$ cat src/byte_run_length_decoder_core_defines.svh
// ----------------------------------------------------------------------------
// byte_run_length_decoder_core_defines
// Assertion macros used by the run-length decoder core.
// ----------------------------------------------------------------------------
`ifndef BYTE_RUN_LENGTH_DECODER_CORE_DEFINES_SVH
`define BYTE_RUN_LENGTH_DECODER_CORE_DEFINES_SVH

// same-cycle implication, checked outside reset
`define BRLD_ASSERT_NOW(lbl, clk, rst_n, ante, cons) \
    lbl: assert property (@(posedge clk) disable iff (!rst_n) (ante) |-> (cons)) \
        else $error("brld assertion failed");

// next-cycle implication, checked outside reset
`define BRLD_ASSERT_NEXT(lbl, clk, rst_n, ante, cons) \
    lbl: assert property (@(posedge clk) disable iff (!rst_n) (ante) |=> (cons)) \
        else $error("brld assertion failed");

`endif

$ cat src/brld_pkg.sv
// ----------------------------------------------------------------------------
// brld_pkg
// Widths, codes and shared types of the byte run-length decoder.
// ----------------------------------------------------------------------------
package brld_pkg;

    // field and counter widths
    localparam int COUNT_BITS  = 24;
    localparam int CFG_BITS    = 24;
    localparam int ACC_BITS    = 32;
    localparam int LEN_BITS    = 25;
    localparam int STATUS_BITS = 3;

    // varint byte fields
    localparam logic [7:0] VARINT_CONT = 8'h80;
    localparam logic [7:0] VARINT_DATA = 8'h7F;

    // header codes
    localparam logic [7:0] HDR_RAW    = 8'd0;
    localparam logic [7:0] HDR_PAIR   = 8'd1;
    localparam logic [7:0] HDR_TWOVAL = 8'd2;
    localparam logic [7:0] HDR_ABSENT = 8'd3;

    // mode codes
    localparam logic [1:0] MODE_RAW    = 2'd0;
    localparam logic [1:0] MODE_PAIR   = 2'd1;
    localparam logic [1:0] MODE_TWOVAL = 2'd2;
    localparam logic [1:0] MODE_ABSENT = 2'd3;

    // result status codes
    localparam logic [STATUS_BITS-1:0] ST_RUN     = 3'd0;
    localparam logic [STATUS_BITS-1:0] ST_ABSENT  = 3'd1;
    localparam logic [STATUS_BITS-1:0] ST_UNKNOWN = 3'd2;
    localparam logic [STATUS_BITS-1:0] ST_OVERRUN = 3'd3;
    localparam logic [STATUS_BITS-1:0] ST_DONE0   = 3'd4;

    // one decoded result
    typedef struct packed {
        logic                   valid;
        logic [STATUS_BITS-1:0] status;
        logic [7:0]             value;
        logic [LEN_BITS-1:0]    length;
        logic                   last;
    } t_result;

    // input stage to decoder
    typedef struct packed {
        logic       step;
        logic [7:0] data;
    } t_byte_slot;

endpackage

$ cat src/brld_in_stage.sv
// ----------------------------------------------------------------------------
// brld_in_stage
// Input register of the decoder; holds one stream byte until it is decoded.
// ----------------------------------------------------------------------------
module brld_in_stage
    import brld_pkg::*;
(
    input  logic       i_clk,
    input  logic       i_rst_n,
    input  logic       i_in_valid,
    output logic       o_in_stall,
    input  logic [7:0] i_stream_byte,
    input  logic       i_out_free,
    output t_byte_slot o_slot
);

    logic       r_valid;
    logic [7:0] r_byte;

    // the held byte moves on whenever the result side has room
    assign o_in_stall  = r_valid && !i_out_free;
    assign o_slot.step = r_valid && i_out_free;
    assign o_slot.data = r_byte;

    // valid flag
    always_ff @(posedge i_clk) begin
        if (!i_rst_n) begin
            r_valid <= 1'b0;
        end else if (!o_in_stall) begin
            r_valid <= i_in_valid;
        end
    end

    // byte register
    always_ff @(posedge i_clk) begin
        if (!o_in_stall && i_in_valid) begin
            r_byte <= i_stream_byte;
        end
    end

endmodule

$ cat src/brld_decode.sv
// ----------------------------------------------------------------------------
// brld_decode
// Decoder state and the single-pass step logic for one stream byte.
// ----------------------------------------------------------------------------
module brld_decode
    import brld_pkg::*;
(
    input  logic                i_clk,
    input  logic                i_rst_n,
    input  t_byte_slot          i_slot,
    input  logic [CFG_BITS-1:0] i_element_count,
    output t_result             o_result
);

    // phase codes
    localparam logic [2:0] PH_HEADER = 3'd0;
    localparam logic [2:0] PH_RAW    = 3'd1;
    localparam logic [2:0] PH_VALUE  = 3'd2;
    localparam logic [2:0] PH_VAL0   = 3'd3;
    localparam logic [2:0] PH_VAL1   = 3'd4;
    localparam logic [2:0] PH_LEN    = 3'd5;

    logic [2:0]            r_phase, n_phase;
    logic [1:0]            r_mode, n_mode;
    logic [ACC_BITS-1:0]   r_acc, n_acc;
    logic [COUNT_BITS-1:0] r_remaining, n_remaining;
    logic [7:0]            r_pending, n_pending;
    logic                  r_alt, n_alt;
    logic [7:0]            r_pair [2];

    logic                  pair_we0, pair_we1;
    logic                  do_run;
    logic [ACC_BITS-1:0]   run_n;
    logic [7:0]            run_val;
    logic [ACC_BITS:0]     run_diff;
    logic [7:0]            b;

    assign b = i_slot.data;

    // next state and result for the byte in the input register
    always_comb begin
        n_phase     = r_phase;
        n_mode      = r_mode;
        n_acc       = r_acc;
        n_remaining = r_remaining;
        n_pending   = r_pending;
        n_alt       = r_alt;
        pair_we0    = 1'b0;
        pair_we1    = 1'b0;
        do_run      = 1'b0;
        run_n       = '0;
        run_val     = b;
        run_diff    = '0;
        o_result    = '0;

        unique case (r_phase)
            PH_HEADER: begin
                n_acc       = '0;
                n_alt       = 1'b0;
                n_remaining = COUNT_BITS'(i_element_count);
                if (b > HDR_ABSENT) begin
                    o_result = '{valid: 1'b1, status: ST_UNKNOWN, value: 8'd0,
                                 length: '0, last: 1'b1};
                end else begin
                    n_mode = b[1:0];
                    if (b == HDR_ABSENT) begin
                        o_result = '{valid: 1'b1, status: ST_ABSENT, value: 8'd0,
                                     length: '0, last: 1'b1};
                    end else if (b == HDR_TWOVAL) begin
                        n_phase = PH_VAL0;
                    end else if (i_element_count == '0) begin
                        o_result = '{valid: 1'b1, status: ST_DONE0, value: 8'd0,
                                     length: '0, last: 1'b1};
                    end else begin
                        n_phase = (b == HDR_RAW) ? PH_RAW : PH_VALUE;
                    end
                end
            end
            PH_RAW: begin
                do_run  = 1'b1;
                run_n   = '0;
                run_val = b;
            end
            PH_VALUE: begin
                n_pending = b;
                n_acc     = '0;
                n_phase   = PH_LEN;
            end
            PH_VAL0: begin
                pair_we0 = 1'b1;
                n_phase  = PH_VAL1;
            end
            PH_VAL1: begin
                pair_we1 = 1'b1;
                n_acc    = '0;
                if (r_remaining == '0) begin
                    n_phase  = PH_HEADER;
                    o_result = '{valid: 1'b1, status: ST_DONE0, value: 8'd0,
                                 length: '0, last: 1'b1};
                end else begin
                    n_phase = PH_LEN;
                end
            end
            PH_LEN: begin
                if ((b & VARINT_CONT) != 8'd0) begin
                    // continuation byte: shift seven more bits in
                    n_acc = {r_acc[ACC_BITS-8:0], b[6:0]};
                end else begin
                    n_acc  = '0;
                    do_run = 1'b1;
                    run_n  = {r_acc[ACC_BITS-8:0], b[6:0]};
                    if (r_mode == MODE_TWOVAL) begin
                        run_val = r_pair[r_alt];
                        n_alt   = !r_alt;
                    end else begin
                        run_val = r_pending;
                        n_phase = PH_VALUE;
                    end
                end
            end
            default: begin
                n_phase = PH_HEADER;
            end
        endcase

        // run check: remaining - (n + 1), negative means overrun
        if (do_run) begin
            run_diff = (ACC_BITS+1)'(r_remaining) - {1'b0, run_n} - 1'b1;
            if (run_diff[ACC_BITS]) begin
                n_phase  = PH_HEADER;
                o_result = '{valid: 1'b1, status: ST_OVERRUN, value: run_val,
                             length: '0, last: 1'b1};
            end else begin
                n_remaining = run_diff[COUNT_BITS-1:0];
                o_result = '{valid: 1'b1, status: ST_RUN, value: run_val,
                             length: LEN_BITS'({1'b0, run_n} + 1'b1),
                             last: (run_diff[COUNT_BITS-1:0] == '0)};
                if (run_diff[COUNT_BITS-1:0] == '0) begin
                    n_phase = PH_HEADER;
                end
            end
        end

        if (!i_slot.step) begin
            o_result.valid = 1'b0;
        end
    end

    // control state
    always_ff @(posedge i_clk) begin
        if (!i_rst_n) begin
            r_phase     <= PH_HEADER;
            r_mode      <= MODE_RAW;
            r_acc       <= '0;
            r_remaining <= '0;
            r_pending   <= 8'd0;
            r_alt       <= 1'b0;
        end else if (i_slot.step) begin
            r_phase     <= n_phase;
            r_mode      <= n_mode;
            r_acc       <= n_acc;
            r_remaining <= n_remaining;
            r_pending   <= n_pending;
            r_alt       <= n_alt;
        end
    end

    // the two values of two-value mode
    always_ff @(posedge i_clk) begin
        if (i_slot.step && pair_we0) begin
            r_pair[0] <= b;
        end
        if (i_slot.step && pair_we1) begin
            r_pair[1] <= b;
        end
    end

endmodule

$ cat src/byte_run_length_decoder_core.sv
// ----------------------------------------------------------------------------
// byte_run_length_decoder_core
// Decodes a byte stream of run-length headers, values and varint lengths
// into run descriptors, one stream byte per cycle while the output is not stalled.
// ----------------------------------------------------------------------------
//  channel  | direction | handshake                | payload
//  ---------+-----------+--------------------------+-------------------------------
//  in       | to core   | i_in_valid / o_in_stall  | i_stream_byte
//  out      | from core | o_out_valid / i_out_stall| o_status, o_run_value,
//           |           |                          | o_run_length, o_last
//  cfg      | to core   | i_cfg_valid / o_cfg_ready| i_cfg_data (element count)
//
//  One stream byte per cycle while the output is not stalled; a byte passes
//  the input register and its result is held in the result register until taken.
//  The decode step is a single add/compare on the remaining count per byte.
//  Synchronous active-low reset; the element count resets to zero.
//  A stall on the output holds both the result register and the input register.
// ----------------------------------------------------------------------------
`include "byte_run_length_decoder_core_defines.svh"

module byte_run_length_decoder_core
    import brld_pkg::*;
(
    input  logic                   i_clk,
    input  logic                   i_rst_n,
    // stream byte transfer
    input  logic                   i_in_valid,
    output logic                   o_in_stall,
    input  logic [7:0]             i_stream_byte,
    // result transfer
    output logic                   o_out_valid,
    input  logic                   i_out_stall,
    output logic [STATUS_BITS-1:0] o_status,
    output logic [7:0]             o_run_value,
    output logic [LEN_BITS-1:0]    o_run_length,
    output logic                   o_last,
    // configuration write
    input  logic                   i_cfg_valid,
    output logic                   o_cfg_ready,
    input  logic [CFG_BITS-1:0]    i_cfg_data
);

    logic [CFG_BITS-1:0] r_element_count;
    logic                r_out_valid;
    t_result             r_out;
    t_result             step_result;
    t_byte_slot          slot;
    logic                out_free;

    assign o_cfg_ready = 1'b1;
    assign out_free    = !r_out_valid || !i_out_stall;

    // element count register
    always_ff @(posedge i_clk) begin
        if (!i_rst_n) begin
            r_element_count <= '0;
        end else if (i_cfg_valid && o_cfg_ready) begin
            r_element_count <= i_cfg_data;
        end
    end

    // input register
    brld_in_stage u_in_stage (
        .i_clk         (i_clk),
        .i_rst_n       (i_rst_n),
        .i_in_valid    (i_in_valid),
        .o_in_stall    (o_in_stall),
        .i_stream_byte (i_stream_byte),
        .i_out_free    (out_free),
        .o_slot        (slot)
    );

    // decode step and state
    brld_decode u_decode (
        .i_clk           (i_clk),
        .i_rst_n         (i_rst_n),
        .i_slot          (slot),
        .i_element_count (r_element_count),
        .o_result        (step_result)
    );

    // result register valid
    always_ff @(posedge i_clk) begin
        if (!i_rst_n) begin
            r_out_valid <= 1'b0;
        end else if (out_free) begin
            r_out_valid <= step_result.valid;
        end
    end

    // result register payload
    always_ff @(posedge i_clk) begin
        if (out_free && step_result.valid) begin
            r_out <= step_result;
        end
    end

    assign o_out_valid  = r_out_valid;
    assign o_status     = r_out.status;
    assign o_run_value  = r_out.value;
    assign o_run_length = r_out.length;
    assign o_last       = r_out.last;

    // error and end reports always close the set
    `BRLD_ASSERT_NOW(a_non_run_last, i_clk, i_rst_n, o_out_valid && o_status != ST_RUN, o_last)
    // a run result always covers at least one element
    `BRLD_ASSERT_NOW(a_run_nonzero, i_clk, i_rst_n, o_out_valid && o_status == ST_RUN, o_run_length != '0)
    // non-run results carry no length
    `BRLD_ASSERT_NOW(a_non_run_zero, i_clk, i_rst_n, o_out_valid && o_status != ST_RUN, o_run_length == '0)
    // input only stalls behind a held result
    `BRLD_ASSERT_NOW(a_stall_cause, i_clk, i_rst_n, o_in_stall, o_out_valid && i_out_stall)

endmodule
$ cat config.mk
export PLATFORM = sky130hd
export DESIGN_NAME = byte_run_length_decoder_core
export DESIGN_NICKNAME = d
export VERILOG_FILES = /design/src/brld_pkg.sv /design/src/brld_in_stage.sv /design/src/brld_decode.sv /design/src/byte_run_length_decoder_core.sv
export VERILOG_INCLUDE_DIRS = /design/src /design/src/src
export SDC_FILE = /design/constraint.sdc
export NUM_CORES = 1
export LEC_CHECK = 0
export ABC_AREA = 1
export BUFFER_PORTS_ARGS = -buffer_cell sky130_fd_sc_hd__buf_2
export CAP_MARGIN = 20
export CORE_UTILIZATION = 65
export DETAILED_ROUTE_END_ITERATION = 12
export PLACE_DENSITY = 0.86
export SYNTH_ARGS = -nofsm -noshare
export SYNTH_HDL_FRONTEND = slang
export SYNTH_HIERARCHICAL = 1
export SYNTH_SLANG_ARGS = --single-unit
$ cat constraint.sdc
create_clock -name i_clk -period 7.95 [get_ports i_clk]
set_input_delay 1.1925 -clock i_clk [delete_from_list [all_inputs] [get_ports i_clk]]
set_output_delay 1.1925 -clock i_clk [all_outputs]
set_load 0.05 [all_outputs]
Word-level counts from Yosys, hierarchy flattened
Memories as Yosys holds them, arrays and structs flattened. A register that Yosys moved wholly into a read port is not among the register bits.
Cells that the tools add are included.
Word-level totals
  output and inout port bits: 40
  memory bits (writable): 16
  memories: 1
  bits in registers: 134
  input port bits: 37
Memory list
  u_decode.r_pair: depth 2, width 8, rd ports 1, clocked after memory_dff 1, write ports 1, line brld_decode.sv:29  | logic [7:0] r_pair [2];
Operators by class
  bitwise logic cells: 1
  muxes and demuxes: 47
  reductions and logical operators: 25
  magnitude comparators: 1
  $add $sub $neg: 3
  equal/unequal tests: 10
Operators with widths (count)
  2-to-1 mux 38 bit: 6
  case mux 38 bit (2 select lines): 1
  zero test 24 bit: 3
  2-to-1 mux 24 bit: 3
  2-to-1 mux 32 bit: 2
  case mux 25 bit (2 select lines): 1
  2-to-1 mux 36 bit: 1
  subtractor 24 x 32 -> 33 bit: 1
  subtractor 33 x 1 -> 33 bit, second input constant: 1
  2-to-1 mux 8 bit: 4
  2-to-1 mux 3 bit: 10
  adder 25 x 1 -> 25 bit, second input constant: 1
  2-to-1 mux 25 bit: 1
  case mux 3 bit (6 select lines): 1
  equality test 8 x 2 -> 1 bit, second input constant: 2
  2-to-1 mux 1 bit: 14
  greater-than comparator 8 x 2 -> 1 bit, second input constant: 1
  zero test 8 bit: 1
  OR reduction 8 bit: 1
  equality test 3 x 2 -> 1 bit, second input constant: 2
  equality test 3 bit, second input constant: 2
  logical AND 1 bit: 6
  zero test 1 bit: 5
  case mux 1 bit (2 select lines): 2
  13 further kinds: 15

Longest topological paths before layout
Gate-level depths: netlist (run 1).
  depth after elaboration: 10
  gate-level depth with buffers: 28
  depth with buffers taken out: 27

Modules after synthesis
Netlist (run 1), hierarchy kept.
Modules (own cells, without submodules)
  brld_decode: seq. area each 1761.7 sq um, area each 6587.6 sq um, instances 1, cells an instance 1075
  byte_run_length_decoder_core: seq. area each 1611.5 sq um, area each 2148.3 sq um, instances 1, cells an instance 196
  brld_in_stage: seq. area each 260.2 sq um, area each 300.3 sq um, instances 1, cells an instance 18

Worst setup path after synthesis (run 1)
OpenSTA, ideal clock, no wires.
  kind: input to register
  start point: input i_out_stall
  end point: register r_out, in the netlist o_last, enable pin
  data arrival time: 3803 ps
  path slack: 3704 ps
  required time: 7506 ps
  stages: 9
  path through: nand2_1 -> nand2_1 -> inv_1 -> buf_2 -> inv_1 -> clkbuf_1 -> a21oi_1 -> inv_1 -> a21oi_1
RTL lines
  start, declared: line byte_run_length_decoder_core.sv:32  | input logic i_out_stall,
  end signal, assigned: line byte_run_length_decoder_core.sv:94  | r_out <= step_result;
  end, declared: line byte_run_length_decoder_core.sv:45  | t_result r_out;

Final worst setup path (run 1)
  start point: register u_decode.r_phase[0]
  end point: register u_decode.r_phase[0]
Between the ends
  cells in the longest elaborated chain, start to end: 8
RTL lines
  start, declared: line brld_decode.sv:23  | logic [2:0] r_phase, n_phase;
  start signal, assigned: line brld_decode.sv:159  | r_phase <= n_phase;
  equality test 3 bit or 2-to-1 mux 3 bit (tied branches): line brld_decode.sv:56, brld_decode.sv:71
  2-to-1 mux 32 bit or 2-to-1 mux 3 bit (tied branches): line brld_decode.sv:56, brld_decode.sv:69
  subtractor 24 x 32 -> 33 bit or 2-to-1 mux 3 bit (tied branches): line brld_decode.sv:128, brld_decode.sv:66
  subtractor 33 x 1 -> 33 bit or 2-to-1 mux 3 bit (tied branches): line brld_decode.sv:128, brld_decode.sv:61
  zero test 24 bit or case mux 3 bit (6 select lines) (tied branches): line brld_decode.sv:138, brld_decode.sv:56
  2-to-1 mux 3 bit: line brld_decode.sv:138  | if (run_diff[COUNT_BITS-1:0] == '0) begin
  2-to-1 mux 3 bit: line brld_decode.sv:129  | if (run_diff[ACC_BITS]) begin
  2-to-1 mux 3 bit *: line brld_decode.sv:127  | if (do_run) begin
Mark *: on every way between the ends. The rest lies on a longest branch, timed or not.
A chain may end at the register's enable or synchronous reset.

==> impl_metrics.csv, run 1 <==
group,metric,value,unit
run_status,status,"complete, no violations",
grt,grt_usage,0.374,
finish,instances_no_fill,1534,
grt,grt_pass1_vias,7982,
power_and_ir_drop,leakage,4.62,nW
floorplanning,dieHeight,120,um
finish,finish.utilization,0.748,
worst_setup_path,cp_common_cell,"nand2_1",
timing,hold_violations,0,
floorplanning,fp.dieW,120,um
synth,netlist_area,0.00904,mm^2
synth,async_flop_share,0,
floorplanning,initial_core_util,0.674,
floorplanning,die_area,0.0144,mm^2
finish,n_antenna_cell,0,
cts,clkSlewWorstSetupHoldPaths,0.06,ns
synth,yosys_warnings,6,
drt,num_vias,8954,
cts,cts_max_level,4,
floorplanning,io_pins,77,
hold_path,min-delay-path-class,"register to register",
cts,cts_setup_buffers,0,
place,routabilityCongestion,1.01,
grt,grt_antenna_before_repair,0,
worst_setup_path,max_stage_delay,0.76,ns
cts,clockBufferDepth,2,
synth,syn_nets,1354,
grt,overflow,0,
timing,relSlewSlack,0.242,
timing,rsz0062_at_grt,"false",
cts,cts_tree,"built",
worst_setup_path,criticalPathCategory,"register to register",
worst_setup_path,start_kind,"register",
synth,syn_avg_cell_area,7.01,um^2
place,dp_hpwl,18800,um
worst_setup_path,cp.required,8.25,ns
worst_setup_path,crit_path_cell_trace,"inv_2 -> nor2_4 -> nand2_4 -> nor2_8 -> inv_2 -> nor2_1 -> inv_1 -> ha_1 -> nand2_1 -> nand2_1 -> a21oi_1 -> inv_1 -> a21oi_1 -> nand2_1 -> nand4_1 -> nand2_1 -> nand2_2 -> inv_1 -> nand2_1 -> nand2_1 -> nand2_1 -> a21oi_1",
worst_setup_path,arrival,5.44,ns
finish,final_cell_mix,"340 x nand2_1, 203 x nor2_1, 194 x inv_1",
finish,nNetsFinal,1410,
grt,grt_start_max_net_pins,55,
finish,final_common_cell,"nand2_1",
synth,netlist-cell-type-count,45,
cts,holdBufCountCts,0,
grt,grt_pass1_wl,41400,um
cts,cts_sinks,151,
cts,ctsResizeCount,0,
worst_setup_path,end_kind,"register",
synth,ys_ff_latch,151,
timing,fmax,194,MHz
worst_setup_path,cp_max_fo,54,
drt,drtPass1Iterations,6,
timing,worst_pin_slew,1.13,ns
timing,setup_viol,0,
drt,wl_per_cell,16.8,um
timing,timing.final.max_slew_violations,0,
drt,via_per_inst,5.84,
timing,min_period,5.15,ns
synth,synth_cells,1289,
synth,synth-edff-count,61,
drt,final_antenna_net_count,0,
place,placedCellCount,1502,
floorplanning,num_rows,42,
drt,drt_iter0_drc,1320,
drt,wirelength,25800,um
job,maxCapViolCount,0,
cts,insertion_delay,0.43,ns
synth,synthFlopType,"dfxtp_1",
synth,synth_seq_area_share,0.402,
drt,drc,0,
timing,period_share,0.647,
cts,cts_buffers,17,
finish,nFillCells,1076,
finish,syn2layout_area_growth,10.9,%
floorplanning,fp.coreArea,0.0134,mm^2
power_and_ir_drop,peakVddDrop,0.000177,V
cts,cts.root.buffer_cell,"clkbuf_16",
timing,fin_worst_skew,0.0164,ns
timing,whs,0.488,ns
power_and_ir_drop,total_power,0.00191,W
timing,tns,0,ns
place,port_buffers,75,
power_and_ir_drop,pwr_density_cell,190,mW/mm^2
finish,drive_gt1_frac,0.106,
worst_setup_path,slowest_stage,"nand2_2",
[synthesized netlist by cell type, types with 5 or more instances]
cell	instances	share of area
a22oi_1	25	0.021
ha_1	27	0.037
nor4_1	5	0.0035
inv_2	5	0.0021
o211ai_1	30	0.025
clkbuf_1	22	0.0091
inv_1	194	0.081
nand2_4	5	0.0062
dfxtp_1	90	0.20
a21oi_1	78	0.043
buf_2	15	0.0083
nor2_4	11	0.014
nand3_1	55	0.030
nand4_1	22	0.015
nor2_1	203	0.084
nand2_1	340	0.14
edfxtp_1	61	0.20
o21ai_0	33	0.018
nor3_1	14	0.0078
[sequential cells by signal, summed over array words and instances, names as in the netlist, named ones only]
name / count
u_decode/r_remaining: 24
o_status: 3
u_in_stage/r_byte: 8
o_run_value: 8
u_decode/r_acc: 25
r_element_count: 24
u_decode/r_alt: 1
o_last: 1
u_decode/r_pair: 16
u_decode/r_pending: 8
u_in_stage/r_valid: 1
u_decode/r_phase: 3
u_decode/r_mode: 2
o_out_valid: 1
o_run_length: 25
[final cells by class]
type / count / area (um^2) / area share
clock buffers: 18 / 429 / 0.0428
inverters: 201 / 754 / 0.0753
clock inverters: 14 / 120 / 0.0120
well taps: 176 / 220 / 0.0220
flip-flops and latches: 151 / 3630 / 0.362
multi-input cells: 894 / 4450 / 0.444
repair buffers: 80 / 413 / 0.0412
[worst max-delay path, delay by kind of cell (launching register included)]
kind                       cells  cell delay (ns)
AOI/OAI and AO/OA              3             0.52
adders and majority gates      1             0.36
buffers and inverters          5             1.25
DFF                            1             0.41
and+or+nand+nor               13             2.44
[report_power, final]
part / internal (W) / leakage, nW / switching (W) / total, W
combinational: 0.0000867 / 3.06 / 0.000214 / 0.000301
clock: 0.000408 / 0.261 / 0.000350 / 0.000758
sequential: 0.000829 / 1.30 / 0.0000213 / 0.000850
[metrics by stage]
stage,setup slack [ns],cell area [um^2]
after floorplan,3.70,9040
after global placement,3.17,9480
after detailed placement,3.02,9480
after CTS,3.03,10000
after global routing,2.41,10000
final,2.80,10000
[final timing paths]
kind	start	to	slack (ns)	depth (start not counted)
max	u_decode/r_phase[0]	u_decode/r_phase[0]	2.80	22
min	r_element_count[10]	r_element_count[10]	0.49	2
max reg2reg	u_decode/r_phase[0]	u_decode/r_phase[0]	2.80	22
min reg2reg	r_element_count[10]	r_element_count[10]	0.49	2
[cells by family (layout without fill, tap and decap cells)]
kind of cell / after synthesis / after routing / synth area share
simple gates: 673 / 673 / 0.321
fa+ha+maj: 28 / 28 / 0.0396
xor+xnor: 8 / 8 / 0.00775
buf+inv: 244 / 313 / 0.107
compound gates: 184 / 184 / 0.123
flops: 151 / 151 / 0.402
other cells: 1 / 1 / 0.000415
[layer usage]
metal	vias up	routed length, um	part of all wire	global-route usage
li1	4261	-	-	-
met1	4020	11200	0.43	0.537
met2	589	11200	0.43	0.561
met3	84	2750	0.11	0.0732
met4	0	709	0.027	0.129
met5	-	0	0	0
Power figures use the tool's default switching activity.
==> run 2: changes to the inputs <==
--- a/config.mk
+++ b/config.mk
@@ -9,9 +9,9 @@
 export ABC_AREA = 1
 export BUFFER_PORTS_ARGS = -buffer_cell sky130_fd_sc_hd__buf_2
 export CAP_MARGIN = 20
-export CORE_UTILIZATION = 65
+export CORE_UTILIZATION = 55
 export DETAILED_ROUTE_END_ITERATION = 12
-export PLACE_DENSITY = 0.86
+export PLACE_DENSITY = 0.77
 export SYNTH_ARGS = -nofsm -noshare
 export SYNTH_HDL_FRONTEND = slang
 export SYNTH_HIERARCHICAL = 1
==> constraint.sdc (replaced) <==
create_clock -name i_clk -period 4.4 [get_ports i_clk]
set_input_delay 0.66 -clock i_clk [delete_from_list [all_inputs] [get_ports i_clk]]
set_output_delay 0.66 -clock i_clk [all_outputs]
set_load 0.05 [all_outputs]
==> run 2 against run 1 <==
Net effect:
- clock power grew 87%
- clock-buffer cell count is 1 lower
- clock skew is 0.0053 ns lower
- critical endpoint is now o_run_length[20]
==> impl_metrics.csv, run 2 (synthesis gave the netlist of run 1 again) <==
group,metric,value,unit
worst_setup_path,criticalPathCategory,"register to register",
cts,cts_buffers,17,
hold_path,min-delay-path-class,"input port to register",
place,dp_hpwl,18100,um
power_and_ir_drop,internal_power,0.00244,W
worst_setup_path,start_kind,"register",
timing,tns,0,ns
worst_setup_path,end_kind,"register",
hold_path,hold_depth,1,
floorplanning,initial_core_util,0.567,
worst_setup_path,path_buf_inv,6,
cts,clockBufferDepth,2,
cts,cts_tree,"built",
timing,relSlewSlack,0.383,
finish,instances_no_fill,1579,
worst_setup_path,timing.rr.start,"u_decode/r_phase[1]",
drt,drc,0,
floorplanning,dieHeight,130,um
grt,overflow,0,
drt,via_per_inst,5.49,
grt,grt_pass1_vias,7799,
power_and_ir_drop,seqPwrFrac,0.442,
grt,grt_usage,0.305,
grt,grt_antenna_before_repair,0,
finish,register_area,0.00363,mm^2
timing,worst_slack,0.571,ns
run_status,status,"complete, no violations",
worst_setup_path,critical-path-top-delay-family,"simple AND/OR/NAND/NOR gates",
drt,final_antenna_net_count,0,
floorplanning,fp.coreArea,0.0159,mm^2
worst_setup_path,r2r_setup_slack,0.57,ns
cts,holdBufCountCts,0,
worst_setup_path,cp-startpoint,"u_decode/r_phase[1]",
worst_setup_path,cp.required,4.67,ns
timing,setup_viol,0,
power_and_ir_drop,leakage,4.66,nW
cts,clkSlewWorstSetupHoldPaths,0.07,ns
worst_setup_path,crit_path_cell_trace,"nor2_4 -> nand2_4 -> nor2_8 -> inv_2 -> nor2_1 -> inv_1 -> ha_1 -> inv_1 -> fa_1 -> inv_1 -> nand3_1 -> nand2_1 -> nand2_1 -> nand2_1 -> nand3_1 -> nand2_1 -> nand4_1 -> nand2_1 -> nand2_2 -> inv_1 -> buf_4 -> o21ai_0 -> a21oi_1",
place,routabilityCongestion,0.990,
worst_setup_path,slowest_stage,"dfxtp_1",
drt,drtPass1Iterations,7,
cts,cts_setup_buffers,0,
floorplanning,fp.dieW,130,um
floorplanning,io_pins,77,
floorplanning,num_rows,46,
grt,grt_start_max_net_pins,54,
drt,wl_per_cell,15.7,um
timing,period_share,0.870,
cts,ctsResizeCount,0,
power_and_ir_drop,p_sw_frac,0.299,
cts,cts.root.buffer_cell,"clkbuf_16",
worst_setup_path,path_depth,23,
timing,min_period,3.83,ns
cts,cts_sinks,151,
drt,wirelength,24800,um
finish,nNetsFinal,1415,
timing,timing.final.max_slew_violations,0,
job,maxCapViolCount,0,
worst_setup_path,arrival,4.10,ns
worst_setup_path,cp_common_cell,"nand2_1",
finish,nFillCells,1457,
timing,fin_worst_skew,0.0111,ns
floorplanning,die_area,0.0169,mm^2
place,placedCellCount,1547,
grt,grt_pass1_wl,39000,um
timing,worst_pin_slew,0.923,ns
worst_setup_path,reg2reg_depth,23,
power_and_ir_drop,total_power,0.00349,W
worst_setup_path,cp_max_fo,17,
finish,final_common_cell,"nand2_1",
drt,num_vias,8674,
cts,cts_max_level,4,
place,port_buffers,75,
finish,n_antenna_cell,0,
finish,drive_gt1_frac,0.110,
timing,hold_violations,0,
finish,syn2layout_area_growth,12.1,%
power_and_ir_drop,p_clk_frac,0.407,
cts,insertion_delay,0.43,ns
power_and_ir_drop,pwr_density_cell,344,mW/mm^2
finish,final_cell_mix,"340 x nand2_1, 203 x nor2_1, 194 x inv_1",
power_and_ir_drop,p_switching,0.00104,W
drt,drt_iter0_drc,912,
timing,rsz0062_at_grt,"false",
place,dp_slack,0.698,ns
power_and_ir_drop,peakVddDrop,0.000270,V
timing,fmax,261,MHz
finish,multi_input_area,0.00445,mm^2
worst_setup_path,max_stage_delay,0.47,ns
power_and_ir_drop,pwr-share-comb,0.151,
hold_path,min_from,"i_stream_byte[2]",
==> run 2: changes by cell type in the layout (fill, tap and decap cells not counted), sizes merged <==
cell / before / now
inv: 206 / 205
clkbuf: 18 / 17
clkinvlp: 3 / 4
bufinv: 0 / 1
buf: 80 / 85
==> run 2: routing by layer <==
layer	wire (um)	GRT usage
met5	0	0.0118
met4	975	0.158
met3	1880	0.0525
met2	11300	0.482
met1	10700	0.400
==> run 2: path summary, 6_finish.rpt <==
check | endpoint
worst max-delay path | o_run_length[20]
worst min-delay path | u_in_stage/r_byte[2]
worst max register to register | o_run_length[20]
worst min register to register | r_element_count[8]
==> run 2: worst register-to-register path, stage by stage (launching register included) <==
cell,delay (ns)
dfxtp_1,0.47
nor2_4,0.08
nand2_4,0.14
nor2_8,0.04
inv_2,0.26
nor2_1,0.15
inv_1,0.08
ha_1,0.18
inv_1,0.07
fa_1,0.42
inv_1,0.08
nand3_1,0.08
nand2_1,0.12
nand2_1,0.08
nand2_1,0.10
nand3_1,0.10
nand2_1,0.10
nand4_1,0.08
nand2_1,0.10
nand2_2,0.05
inv_1,0.39
buf_4,0.26
o21ai_0,0.10
a21oi_1,0.15
==> run 2: area by class of cell <==
cell class | instances | share of cell area
multi-input combinational | 894 | 0.440
sequential | 151 | 0.359
inverter | 201 | 0.0745
timing repair buffer | 85 | 0.0445
clock buffer | 17 | 0.0420
tap | 216 | 0.0267
clock inverter | 15 | 0.0142
==> run 2: per-stage QoR <==
step / hold slack [ns] / instance area, um^2 / utilization
2_1_floorplan: 0.456 / 9040 / -
3_3_place_gp: 0.475 / 9560 / 0.600
3_5_place_dp: 0.480 / 9560 / 0.600
4_1_cts: 0.384 / 10100 / 0.636
5_1_grt: 0.383 / 10100 / 0.636
6_report: 0.399 / 10100 / 0.636
==> run 2: power groups by stage <==
stage / combinational (W) / sequential [W] / clock, W
6_report: 0.000527 / 0.00154 / 0.00142
4_1_cts: 0.000519 / 0.00154 / 0.00143
2_1_floorplan: 0.000338 / 0.00160 / 0
3_5_place_dp: 0.000514 / 0.00157 / 0
5_1_grt: 0.000590 / 0.00154 / 0.00149
3_3_place_gp: 0.000510 / 0.00157 / 0
